`src/rtl/gbsp_pkg.sv`:
```
// Shared constants, command codes and helpers for the gamepad button shift port.
// No dependencies; used by gamepad_button_shift_port_top.
package gbsp_pkg;

	// Command codes carried by each input transaction
	typedef enum logic [1:0] {
		CMD_POTGO = 2'd0,
		CMD_PORT  = 2'd1,
		CMD_READ  = 2'd2,
		CMD_NONE  = 2'd3
	} cmd_t;

	localparam logic [15:0] KEEP_MASK = 16'h5500;
	localparam logic [15:0] TAKE_MASK = 16'haa00;

	// Bit positions for pad 0; pad 1 sits PAD_STRIDE bits higher
	localparam int P5_DATA_BIT   = 8;
	localparam int P5_ENABLE_BIT = 9;
	localparam int P9_DATA_BIT   = 10;
	localparam int P9_ENABLE_BIT = 11;
	localparam int PAD_STRIDE    = 4;
	localparam int CLOCK_BIT     = 6;
	localparam int NUM_PADS      = 2;

	localparam int COUNT_W = 4;
	localparam logic [COUNT_W-1:0] COUNT_FULL = 4'd8;
	localparam logic [COUNT_W-1:0] COUNT_MIN_BUTTON = 4'd2;

	typedef logic [COUNT_W-1:0] count_t;

	// P5 is driven high when its enable and data bits are both set
	function automatic logic p5_held(input logic [15:0] pc, input int pad);
		p5_held = pc[P5_ENABLE_BIT + PAD_STRIDE * pad] & pc[P5_DATA_BIT + PAD_STRIDE * pad];
	endfunction

endpackage

```
`src/rtl/gamepad_button_shift_port_top.sv`:
```
// Gamepad button shift port: pot-go control word, per-pad shift counters and clock edges.
// A pot-data read's result is registered before it shows on read_data. Throughput: one
// transaction per cycle while in_stall is low; the state update is a single pass of bit logic
// between the state registers and the result register, with a one-entry skid stage behind it.
// Reset (arst_n low, asynchronous): control word, counters and clock levels clear to zero,
// the result and skid stages empty. Depends on gbsp_pkg.
module gamepad_button_shift_port_top (
	input  logic        clk,
	input  logic        arst_n,
	input  logic        in_valid,
	output logic        in_stall,
	input  logic [1:0]  cmd,
	input  logic [15:0] pot_write_data,
	input  logic [7:0]  port_pins,
	input  logic [7:0]  port_direction,
	input  logic [15:0] read_base,
	input  logic [6:0]  pad_buttons,
	output logic        out_valid,
	input  logic        out_stall,
	output logic [15:0] read_data
);

	// Architectural state
	logic [15:0]            pot_control_q;
	gbsp_pkg::count_t       shift_count_q [gbsp_pkg::NUM_PADS];
	logic [gbsp_pkg::NUM_PADS-1:0] last_clock_q;

	// Result register and skid stage
	logic        res_valid_q;
	logic [15:0] res_data_q;
	logic        skid_valid_q;
	logic [15:0] skid_data_q;

	// Next-state and result of the transaction in flight
	logic [15:0]            pot_control_d;
	gbsp_pkg::count_t       shift_count_d [gbsp_pkg::NUM_PADS];
	logic [gbsp_pkg::NUM_PADS-1:0] last_clock_d;
	logic [15:0]            result;
	logic                   result_valid;
	logic                   in_accept;
	logic                   out_take;

	// Stall input only when both output stages are occupied
	assign in_stall  = skid_valid_q;
	assign in_accept = in_valid & ~in_stall;
	assign out_take  = res_valid_q & ~out_stall;
	assign out_valid = res_valid_q;
	assign read_data = res_data_q;

	// Command decode and state update, all in one pass
	always_comb begin
		logic [15:0]      take_bits;
		logic [15:0]      sel_mask;
		logic             level;
		logic             fall;
		logic [2:0]       btn_idx;
		gbsp_pkg::count_t cnt;

		pot_control_d = pot_control_q;
		shift_count_d = shift_count_q;
		last_clock_d  = last_clock_q;
		result        = read_base;
		result_valid  = 1'b0;
		take_bits     = pot_write_data & gbsp_pkg::TAKE_MASK;
		sel_mask      = take_bits >> 1;
		level         = 1'b0;
		fall          = 1'b0;
		btn_idx       = '0;
		cnt           = '0;

		if (in_accept) begin
			case (gbsp_pkg::cmd_t'(cmd))
				gbsp_pkg::CMD_POTGO: begin
					// Keep the data bits, take the enables, and take data where enabled
					pot_control_d = (pot_control_q & gbsp_pkg::KEEP_MASK) | take_bits;
					pot_control_d = (pot_control_d & ~sel_mask) | (pot_write_data & sel_mask);
					for (int p = 0; p < gbsp_pkg::NUM_PADS; p++) begin
						if (gbsp_pkg::p5_held(pot_control_d, p)) begin
							shift_count_d[p] = gbsp_pkg::COUNT_FULL;
						end
					end
				end
				gbsp_pkg::CMD_PORT: begin
					// Count down on falling clock edges of output-enabled clock pins while P5 is not held
					for (int p = 0; p < gbsp_pkg::NUM_PADS; p++) begin
						level = port_pins[gbsp_pkg::CLOCK_BIT + p];
						fall  = port_direction[gbsp_pkg::CLOCK_BIT + p] & ~level
							& last_clock_q[p] & ~gbsp_pkg::p5_held(pot_control_q, p);
						if (fall && shift_count_q[p] != '0) begin
							shift_count_d[p] = shift_count_q[p] - gbsp_pkg::count_t'(1);
						end
						last_clock_d[p] = level;
					end
				end
				gbsp_pkg::CMD_READ: begin
					result_valid = 1'b1;
					for (int p = 0; p < gbsp_pkg::NUM_PADS; p++) begin
						result[gbsp_pkg::P5_DATA_BIT + gbsp_pkg::PAD_STRIDE * p] =
							pot_control_q[gbsp_pkg::P5_DATA_BIT + gbsp_pkg::PAD_STRIDE * p];
						if (!pot_control_q[gbsp_pkg::P9_ENABLE_BIT + gbsp_pkg::PAD_STRIDE * p]) begin
							result[gbsp_pkg::P9_DATA_BIT + gbsp_pkg::PAD_STRIDE * p] = 1'b1;
						end
						cnt = shift_count_q[p];
						if (gbsp_pkg::p5_held(pot_control_q, p)) begin
							cnt = gbsp_pkg::COUNT_FULL;
						end
						shift_count_d[p] = cnt;
						if (cnt == '0) begin
							result[gbsp_pkg::P9_DATA_BIT + gbsp_pkg::PAD_STRIDE * p] = 1'b0;
						end
						// Only pad 0 has a button source
						if (p == 0 && cnt >= gbsp_pkg::COUNT_MIN_BUTTON
							&& cnt <= gbsp_pkg::COUNT_FULL) begin
							btn_idx = 3'(cnt - gbsp_pkg::COUNT_MIN_BUTTON);
							if (pad_buttons[btn_idx]) begin
								result[gbsp_pkg::P9_DATA_BIT] = 1'b0;
							end
						end
					end
				end
				default: begin
					// Unused command: drop the transaction
				end
			endcase
		end
	end

	// Architectural state registers
	always_ff @(posedge clk or negedge arst_n) begin
		if (!arst_n) begin
			pot_control_q <= '0;
			for (int p = 0; p < gbsp_pkg::NUM_PADS; p++) begin
				shift_count_q[p] <= '0;
			end
			last_clock_q <= '0;
		end else begin
			pot_control_q <= pot_control_d;
			shift_count_q <= shift_count_d;
			last_clock_q  <= last_clock_d;
		end
	end

	// Output stage occupancy: new results go to the result register unless it
	// holds a result that is not leaving; then they park in the skid stage.
	always_ff @(posedge clk or negedge arst_n) begin
		if (!arst_n) begin
			res_valid_q  <= 1'b0;
			skid_valid_q <= 1'b0;
		end else begin
			if (skid_valid_q) begin
				if (out_take) begin
					skid_valid_q <= 1'b0;
				end
			end else if (result_valid) begin
				if (res_valid_q && !out_take) begin
					skid_valid_q <= 1'b1;
				end else begin
					res_valid_q <= 1'b1;
				end
			end else if (out_take) begin
				res_valid_q <= 1'b0;
			end
		end
	end

	// Output payload, no reset needed
	always_ff @(posedge clk) begin
		if (skid_valid_q) begin
			if (out_take) begin
				res_data_q <= skid_data_q;
			end
		end else if (result_valid) begin
			if (res_valid_q && !out_take) begin
				skid_data_q <= result;
			end else begin
				res_data_q <= result;
			end
		end
	end

	// The skid stage only fills behind an occupied result register
	assert property (@(posedge clk) disable iff (!arst_n) skid_valid_q |-> res_valid_q)
		else $error("skid stage full with empty result register");

	// Counters never exceed the preset value
	assert property (@(posedge clk) disable iff (!arst_n)
		shift_count_q[0] <= gbsp_pkg::COUNT_FULL && shift_count_q[1] <= gbsp_pkg::COUNT_FULL)
		else $error("shift counter out of range");

	// A pot-go write that drives pad 0 P5 high presets its counter
	assert property (@(posedge clk) disable iff (!arst_n)
		(in_accept && cmd == gbsp_pkg::CMD_POTGO
			&& pot_write_data[gbsp_pkg::P5_ENABLE_BIT] && pot_write_data[gbsp_pkg::P5_DATA_BIT])
		|=> shift_count_q[0] == gbsp_pkg::COUNT_FULL)
		else $error("pad 0 counter not preset by pot-go write");

	// An accepted read always leaves out_valid high in the next cycle
	assert property (@(posedge clk) disable iff (!arst_n)
		(in_accept && cmd == gbsp_pkg::CMD_READ) |=> out_valid)
		else $error("read transaction lost");

endmodule

```
`config.mk`:
```
export PLATFORM = sky130hd
export DESIGN_NAME = gamepad_button_shift_port_top
export DESIGN_NICKNAME = d
export VERILOG_FILES = /design/src/rtl/gbsp_pkg.sv /design/src/rtl/gamepad_button_shift_port_top.sv
export SDC_FILE = /design/constraint.sdc
export NUM_CORES = 1
export LEC_CHECK = 0
export ABC_AREA = 0
export BUFFER_PORTS_ARGS = -buffer_cell sky130_fd_sc_hd__buf_2
export CAP_MARGIN = 10
export CORE_UTILIZATION = 40
export CTS_BUF_LIST = sky130_fd_sc_hd__clkbuf_4
export CTS_CLUSTER_SIZE = 30
export DETAILED_ROUTE_END_ITERATION = 12
export PLACE_DENSITY = 0.69
export SLEW_MARGIN = 5
export SYNTH_ARGS = -nofsm -noshare
export SYNTH_HDL_FRONTEND = slang
export SYNTH_SLANG_ARGS = --single-unit
```
`constraint.sdc`:
```
create_clock -name clk -period 5.1 [get_ports clk]
set_input_delay 0.765 -clock clk [delete_from_list [all_inputs] [get_ports clk]]
set_output_delay 0.765 -clock clk [all_outputs]
set_load 0.02 [all_outputs]
```
==> results of run 1 <==
through the flow:
step | util, % | hold slack (ps)
global placement | 48.77 | 474.0
global route | 50.13 | 299.8
floorplan | - | 460.6
finish | 50.13 | 303.3
detailed placement | 48.77 | 482.8
CTS | 50.13 | 302.1
critical path, delay by kind of cell (launching register included):
kind / cells / cell delay [ps]
and+or+nand+nor: 2 / 730
AOI/OAI and AO/OA: 2 / 690
DFF: 1 / 730
buffers and inverters: 1 / 320
synth_stat cells, drive strengths merged (2+ instances only):
cell     number  area (um2)
edfxtp       32       960.9
mux2         23       259.0
dfrtp        18       450.4
nand2        16       60.06
inv           9       33.78
a21oi         8       40.04
ha            8       100.1
nand3         7       35.03
and2          4       25.02
nor2          4       15.01
o31ai         4       30.03
a2bb2oi       3       26.28
a31oi         3       18.77
clkbuf        3       11.26
nand2b        3       18.77
o21ai         3       15.01
o41ai         3       26.28
and3          2       12.51
buf           2       7.510
mux2i         2       20.02
nor2b         2       12.51
nor3          2       10.01
nor3b         2       15.01
o2bb2ai       2       17.52
registers in the layout, summed over array words and instances, names as in the netlist, named ones only:
register / flops
last_clock_q: 2
out_valid: 1
skid_data_q: 16
read_data: 16
in_stall: 1
pot_control_q: 4
shift_count_q: 8
worst min-delay path by stage:
stage	startpoint	end	slack (ps)	cells after the start
floorplan	pot_control_q[9]$_DFFE_PN0P_	pot_control_q[9]$_DFFE_PN0P_	460	2
global placement	last_clock_q[0]$_DFFE_PN0P_	last_clock_q[0]$_DFFE_PN0P_	470	1
detailed placement	last_clock_q[0]$_DFFE_PN0P_	last_clock_q[0]$_DFFE_PN0P_	480	1
CTS	arst_n	pot_control_q[15]$_DFFE_PN0P_	300	1
global route	arst_n	pot_control_q[15]$_DFFE_PN0P_	300	1
finish	arst_n	pot_control_q[11]$_DFFE_PN0P_	300	1
per-layer routing:
metal / vias to the layer above / global-route usage, %
li1: 812 / -
met1: 815 / 22.67
met2: 42 / 24.74
met3: 7 / 4.368
met4: 0 / 6.182
met5: - / 0
cell families (layout without fill, tap and decap cells):
| kind of cell | count (synthesis) | in the layout | synth area share (%) |
|---|---|---|---|
| XOR/XNOR | 1 | 1 | 0.3687 |
| multiplexers | 25 | 25 | 11.74 |
| buffers and inverters | 14 | 73 | 2.212 |
| AND/OR/NAND/NOR | 48 | 48 | 10.79 |
| adder cells (fa/ha/maj) | 8 | 8 | 4.213 |
| flip-flops | 50 | 50 | 59.40 |
| AO/OA/AOI/OAI | 37 | 37 | 11.27 |
power by group through the flow:
stage          Sequential (uW)  Clock, uW  Combinational, uW
3_5_place_dp               585          0                292
4_1_cts                    576        236                294
2_1_floorplan              578          0                205
5_1_grt                    589        249                323
6_report                   575        226                292
3_3_place_gp               583          0                286
cell type report:
type / count / area [um2]
Fill cell: 520 / 2796
Sequential cell: 50 / 1411
Multi-Input combinational cell: 119 / 912.1
Timing Repair Buffer: 57 / 287.8
Tap cell: 72 / 90.09
Clock inverter: 2 / 38.79
Clock buffer: 5 / 37.54
Inverter: 9 / 33.78
cells in the final DEF (no fill, tap or decap), types with 2 or more instances in the layout:
cell type,n
a21oi_1,8
and3_1,2
o21ai_1,2
o31ai_1,4
nor3b_1,2
o2bb2ai_1,2
nor3_1,2
inv_1,8
o41ai_1,3
nor2b_1,2
nand3_1,7
a31oi_1,3
ha_1,8
a2bb2oi_1,3
nand2_1,16
edfxtp_1,32
nor2_1,4
dfrtp_1,18
clkbuf_4,5
mux2_2,3
mux2_1,20
mux2i_1,2
buf_2,56
and2_1,4
nand2b_1,3
==> summary.md, run 1 <==
| Metric | Value |
|---|---|
| Core area | `5608 um2` |
| Die Y | `79.07 um` |
| DIE WIDTH | `79.07 um` |
| CTS tree | `done` |
| Reg2reg setup slack | `~2300 ps` |
| Residual DRC | `0` |
| Pins Over Slew Limit | `0` |
| Synthesized area | `2376 um2` |
| Internal | `746.8 uW` |
| Worst slack at placement | `approximately 2200 ps` |
| Endpoints failing setup | `0` |
| Final period utilization | `between 50% and 60%` |
| Total power | `between 1000 and 1500 uW` |
| Class of the worst hold path | `in -> async` |
| Pin count of the biggest net entering global routing | `25` |
| Relative slew slack | `between 40% and 50%` |
| Die ar. | `6252 um2` |
| Standard-cell rows | `27` |
| Max cap viols | `0` |
| Worst-path clk slew | `about 140 ps` |
| Final RePlAce weighted congestion | `slightly above 0.8` |
| CP peak stage delay | `730 ps` |
| DRT iter0 DRCs | `between 90 and 100` |
| Comb power frac | `between 20% and 30%` |
| RSZ-0062 raised after global routing | `false` |
| Final Critical Period | `2761 ps` |
| Vias in the first global route | `roughly 1,600` |
| GRT Total Usage | `16.45%` |
| Leak | `about 0.0012 uW` |
| Global-route wire length before repair | `7.734 mm` |
| Number of diodes | `0` |
| H-tree Lvls | `2` |
| Pre-antenna DRT Iters | `4` |
| Worst EP arrival | `2840 ps` |
| Fin. Hold Viols | `0` |
| Psw | `345.8 uW` |
| WL met2 | `approximately 2.2 mm` |
| Area grow syn2layout | `18.33%` |
| Achievable Freq | `about 0.36 GHz` |
| Inst Count DP | `307` |
| Syn Inst Count | `183` |
| DR vias | `1,676` |
| Non-Filler Instances | `314` |
| Placed cell areas | `approximately 2700 um2` |
| Initial Utilization | `42.37%` |
| Post-synthesis cell type count | `45` |
| Initial antenna violation count | `0` |
| Post-synthesis sequential area ratio | `roughly three fifths` |
| Final instance area | `2811 um2` |
| DRT Wirelength | `around 4.8 mm` |
| CTS max path bufs | `2` |
| Critical path required time | `5180 ps` |
| Post-synthesis area per instance | `between 10 and 15 um2` |
| Register bit total from synthesis | `50` |
| Crit. Startpoint | `in_stall$_DFF_PN0_` |
| Setup TNS | `0 ps` |
| Crit path cell chain | `nor2b_1 > and2_1 > a21oi_1 > a21oi_1 > buf_4` |
| Peak supply drop | `around 140 uV` |
| Latest clock arrival within the worst-skew pair | `between 300 and 400 ps` |
| Crit path max-delay cell type | `dfrtp_1` |
| Port Buf Inserts | `56` |
| Setup ws final | `2339 ps` |
| FF-to-FF End | `read_data[8]$_DFFE_PP_` |
| CTS buffer count | `5` |
| Hold buffers post-CTS | `0` |
| Outcome | `finished clean` |
| Power share of the sequential group | `52.6%` |
| CTS root buf | `clkbuf_4` |
| CTS sink count | `50` |
| CP endpoint | `read_data[8]$_DFFE_PP_` |
| Worst setup SP type | `flip-flop` |
| Vias/cell | `5.338` |
| Layout cells sized above 1 | `28.93%` |
| Post-synthesis net count | `about 250` |
| Cell area power density | `about 400 nW/um2` |
| Synth Flop Type | `edfxtp_1` |
| Clock Skew | `12.92 ps` |
| RR Startpoint | `in_stall$_DFF_PN0_` |
| R2R cell count | `5` |
| GRT overflow | `0` |
| Count of nets after finishing | `311` |
| Number of setup buffers added after CTS | `0` |
| Antenna-violating nets left | `0` |
| CP Capture Type | `flip-flop` |
| Crit path max fanout | `24` |
| Sw Share | `31.65%` |
| DP HPWL | `about 3.5 mm` |
| Met1 wire length | `2.251 mm` |
| Critical path's most frequent cell | `a21oi_1` |
| Post-CTS Resized | `0` |
| Clock Power Share | `20.7%` |
| Worst slew pin tran | `884.6 ps` |
| Avg WL per Cell | `~15 um` |
| Ports | `slightly below 80` |
| Yosys Warn Count | `0` |
| Metal3 WL | `218 um` |
| Post-synth EDFFs | `32` |
| Uppermost routed layer | `met4` |
| Setup CP Type | `reg -> reg` |
| Synth async-reset ratio | `36.00%` |
Power figures use the tool's default switching activity.
==> run 2, diff against run 1 <==
==> constraint.sdc (replaced) <==
create_clock -name clk -period 2.6 [get_ports clk]
set_input_delay 0.39 -clock clk [delete_from_list [all_inputs] [get_ports clk]]
set_output_delay 0.39 -clock clk [all_outputs]
set_load 0.02 [all_outputs]
==> run 2 against run 1 <==
Largest cell class unchanged; sequential share of layout area down 0.70 points; routed wire length down 0.86%; core utilization up 0.71 points.
==> summary.md, run 2 (synthesized netlist as in run 1, its figures left out) <==
| Metric | Value |
|---|---|
| Outcome | `finished clean (unchanged)` |
| Pins Over Slew Limit | `0 (unchanged)` |
| Final Critical Period | `1969 ps (was 2761 ps)` |
| Residual DRC | `0 (unchanged)` |
| H-tree Lvls | `2 (unchanged)` |
| Layout cells sized above 1 | `29.96% (was 28.93%)` |
| Crit path max-delay family | `compound AO/OA/AOI/OAI gates (was flip-flops)` |
| CTS max path bufs | `2 (unchanged)` |
| Final RePlAce weighted congestion | `0.8475 (was 0.8279)` |
| Worst setup SP type | `flip-flop (unchanged)` |
| Total power | `2180 uW (was 1093 uW)` |
| Initial Utilization | `42.37% (unchanged)` |
| DRT Wirelength | `4.721 mm (was 4.762 mm)` |
| CP Buf/Inv Count | `1 (unchanged)` |
| Latest clock arrival within the worst-skew pair | `370 ps (about the same)` |
| Worst EP arrival | `2240 ps (was 2840 ps)` |
| Crit path cell chain | `inv_1 > ha_1 > nor3b_1 > o41ai_1 > nand3_1 > o21a_1 (was nor2b_1 > and2_1 > a21oi_1 > a21oi_1 > buf_4)` |
| Peak supply drop | `293.6 uV (was 136.4 uV)` |
| CTS sink count | `50 (unchanged)` |
| Final instance area | `2851 um2 (was 2811 um2)` |
| Setup CP Type | `reg -> reg (unchanged)` |
| Antenna-violating nets left | `0 (unchanged)` |
| GRT Total Usage | `16.20% (was 16.45%)` |
| Port Buf Inserts | `56 (unchanged)` |
| CTS buffer count | `5 (unchanged)` |
| Avg WL per Cell | `14.80 um (was 15.17 um)` |
| Endpoints failing setup | `0 (unchanged)` |
| Pin count of the biggest net entering global routing | `22 (was 25)` |
| Critical path required time | `2870 ps (was 5180 ps)` |
| Worst-path clk slew | `140 ps (about the same)` |
| Placed cell areas | `2758 um2 (was 2735 um2)` |
| Initial antenna violation count | `0 (unchanged)` |
| Inst Count DP | `310 (was 307)` |
| Number of setup buffers added after CTS | `0 (unchanged)` |
| Class of the worst hold path | `in -> reg (was in -> async)` |
| DR vias | `1,692 (was 1,676)` |
| DRT iter0 DRCs | `69 (was 92)` |
| RSZ-0062 raised after global routing | `false (unchanged)` |
| Setup TNS | `0 ps (unchanged)` |
| # fillers | `537 (was 520)` |
| Max cap viols | `0 (unchanged)` |
| Number of diodes | `0 (unchanged)` |
| Min Hold Slack | `192.7 ps (was 303.3 ps)` |
| Worst slew pin tran | `658.7 ps (was 884.6 ps)` |
| CTS root buf | `clkbuf_4 (unchanged)` |
| CP peak stage delay | `620 ps (was 730 ps)` |
| DP HPWL | `3.519 mm (was 3.525 mm)` |
| Count of nets after finishing | `315 (was 311)` |
| Cell area power density | `764.5 nW/um2 (was 388.6 nW/um2)` |
| Final period utilization | `75.72% (was 54.14%)` |
| Non-Filler Instances | `319 (was 314)` |
| Die Y | `79.07 um (unchanged)` |
| Relative slew slack | `55.51% (was 41.03%)` |
| Vias/cell | `5.304 (was 5.338)` |
| Fin. Hold Viols | `0 (unchanged)` |
| GRT overflow | `0 (unchanged)` |
| Achievable Freq | `0.5079 GHz (was 0.3622 GHz)` |
| Ports | `79 (unchanged)` |
| DIE WIDTH | `79.07 um (unchanged)` |
| CP Capture Type | `flip-flop (unchanged)` |
| Clock Skew | `13.61 ps (was 12.92 ps)` |
| Vias in the first global route | `1,573 (was 1,556)` |
| Pre-antenna DRT Iters | `4 (unchanged)` |
| Footprint of the multi-input gates | `912.1 um2 (unchanged)` |
| Crit path max-delay cell type | `o41ai_1 (was dfrtp_1)` |
| Standard-cell rows | `27 (unchanged)` |
| Leak | `0.001183 uW (was 0.001158 uW)` |
| Core area | `5608 um2 (unchanged)` |
| Register area | `1411 um2 (unchanged)` |
| Post-CTS Resized | `0 (unchanged)` |
| Most common cell after layout, fill and taps aside | `buf_2 (unchanged)` |
| Area grow syn2layout | `20.01% (was 18.33%)` |
| Die ar. | `6252 um2 (unchanged)` |
| Crit path max fanout | `4 (was 24)` |
| Global-route wire length before repair | `7.638 mm (was 7.734 mm)` |
| Most frequent cells in the layout | `56 x buf_2, 32 x edfxtp_1, 20 x mux2_1 (unchanged)` |
| CTS tree | `done (unchanged)` |
[run 2: per-layer routing]
metal / track usage [%] / vias up / share of wire, %
met3: 4.023 / 8 / 4.1
met5: 0 / - / 0
li1: - / 826 / -
met4: 6.182 / 0 / 2.1
met1: 21.72 / 822 / 47
met2: 25.26 / 36 / 47
[run 2: through the flow]
stage	util, %	worst slack [ps]
4_1_cts	50.85	651.0
3_3_place_gp	49.17	470.1
2_1_floorplan	-	290.2
3_5_place_dp	49.17	442.2
6_report	50.85	631.2
5_1_grt	50.85	403.3
[run 2: timing repair]
action | in CTS | in global routing
endpoints found under the hold margin | 18 | 0
endpoints found under the setup margin | 0 | 0
hold buffers | 1 | 0
[run 2: path summary, 6_finish.rpt]
check / end / from / slack (ps) / cells after the start
min in group asynchronous: pot_control_q[15]$_DFFE_PN0P_ / arst_n / 470 / 2
max reg2reg: shift_count_q[2]$_DFFE_PN0P_ / shift_count_q[0]$_DFFE_PN0P_ / 630 / 6
min: skid_data_q[5]$_DFFE_PP_ / read_base[5] / 190 / 1
max in group asynchronous: out_valid$_DFFE_PN0P_ / arst_n / 1830 / 2
max: shift_count_q[2]$_DFFE_PN0P_ / shift_count_q[0]$_DFFE_PN0P_ / 630 / 6
min reg2reg: pot_control_q[11]$_DFFE_PN0P_ / pot_control_q[11]$_DFFE_PN0P_ / 510 / 1
[run 2: cell type report]
type / instances / area share (%)
flip-flops and latches: 50 / 49.50
repair buffers: 61 / 11.23
clock buffers: 6 / 1.580
clock inverters: 2 / 1.360
inverters: 9 / 1.185
well taps: 72 / 3.159
multi-input cells: 119 / 31.99
[run 2: where the power goes]
part	leakage [uW]	switching, uW	total [uW]	internal, uW
clock network	0.0000459	245	460	215
logic	0.000619	345	629	284
registers	0.000518	97.5	1090	993
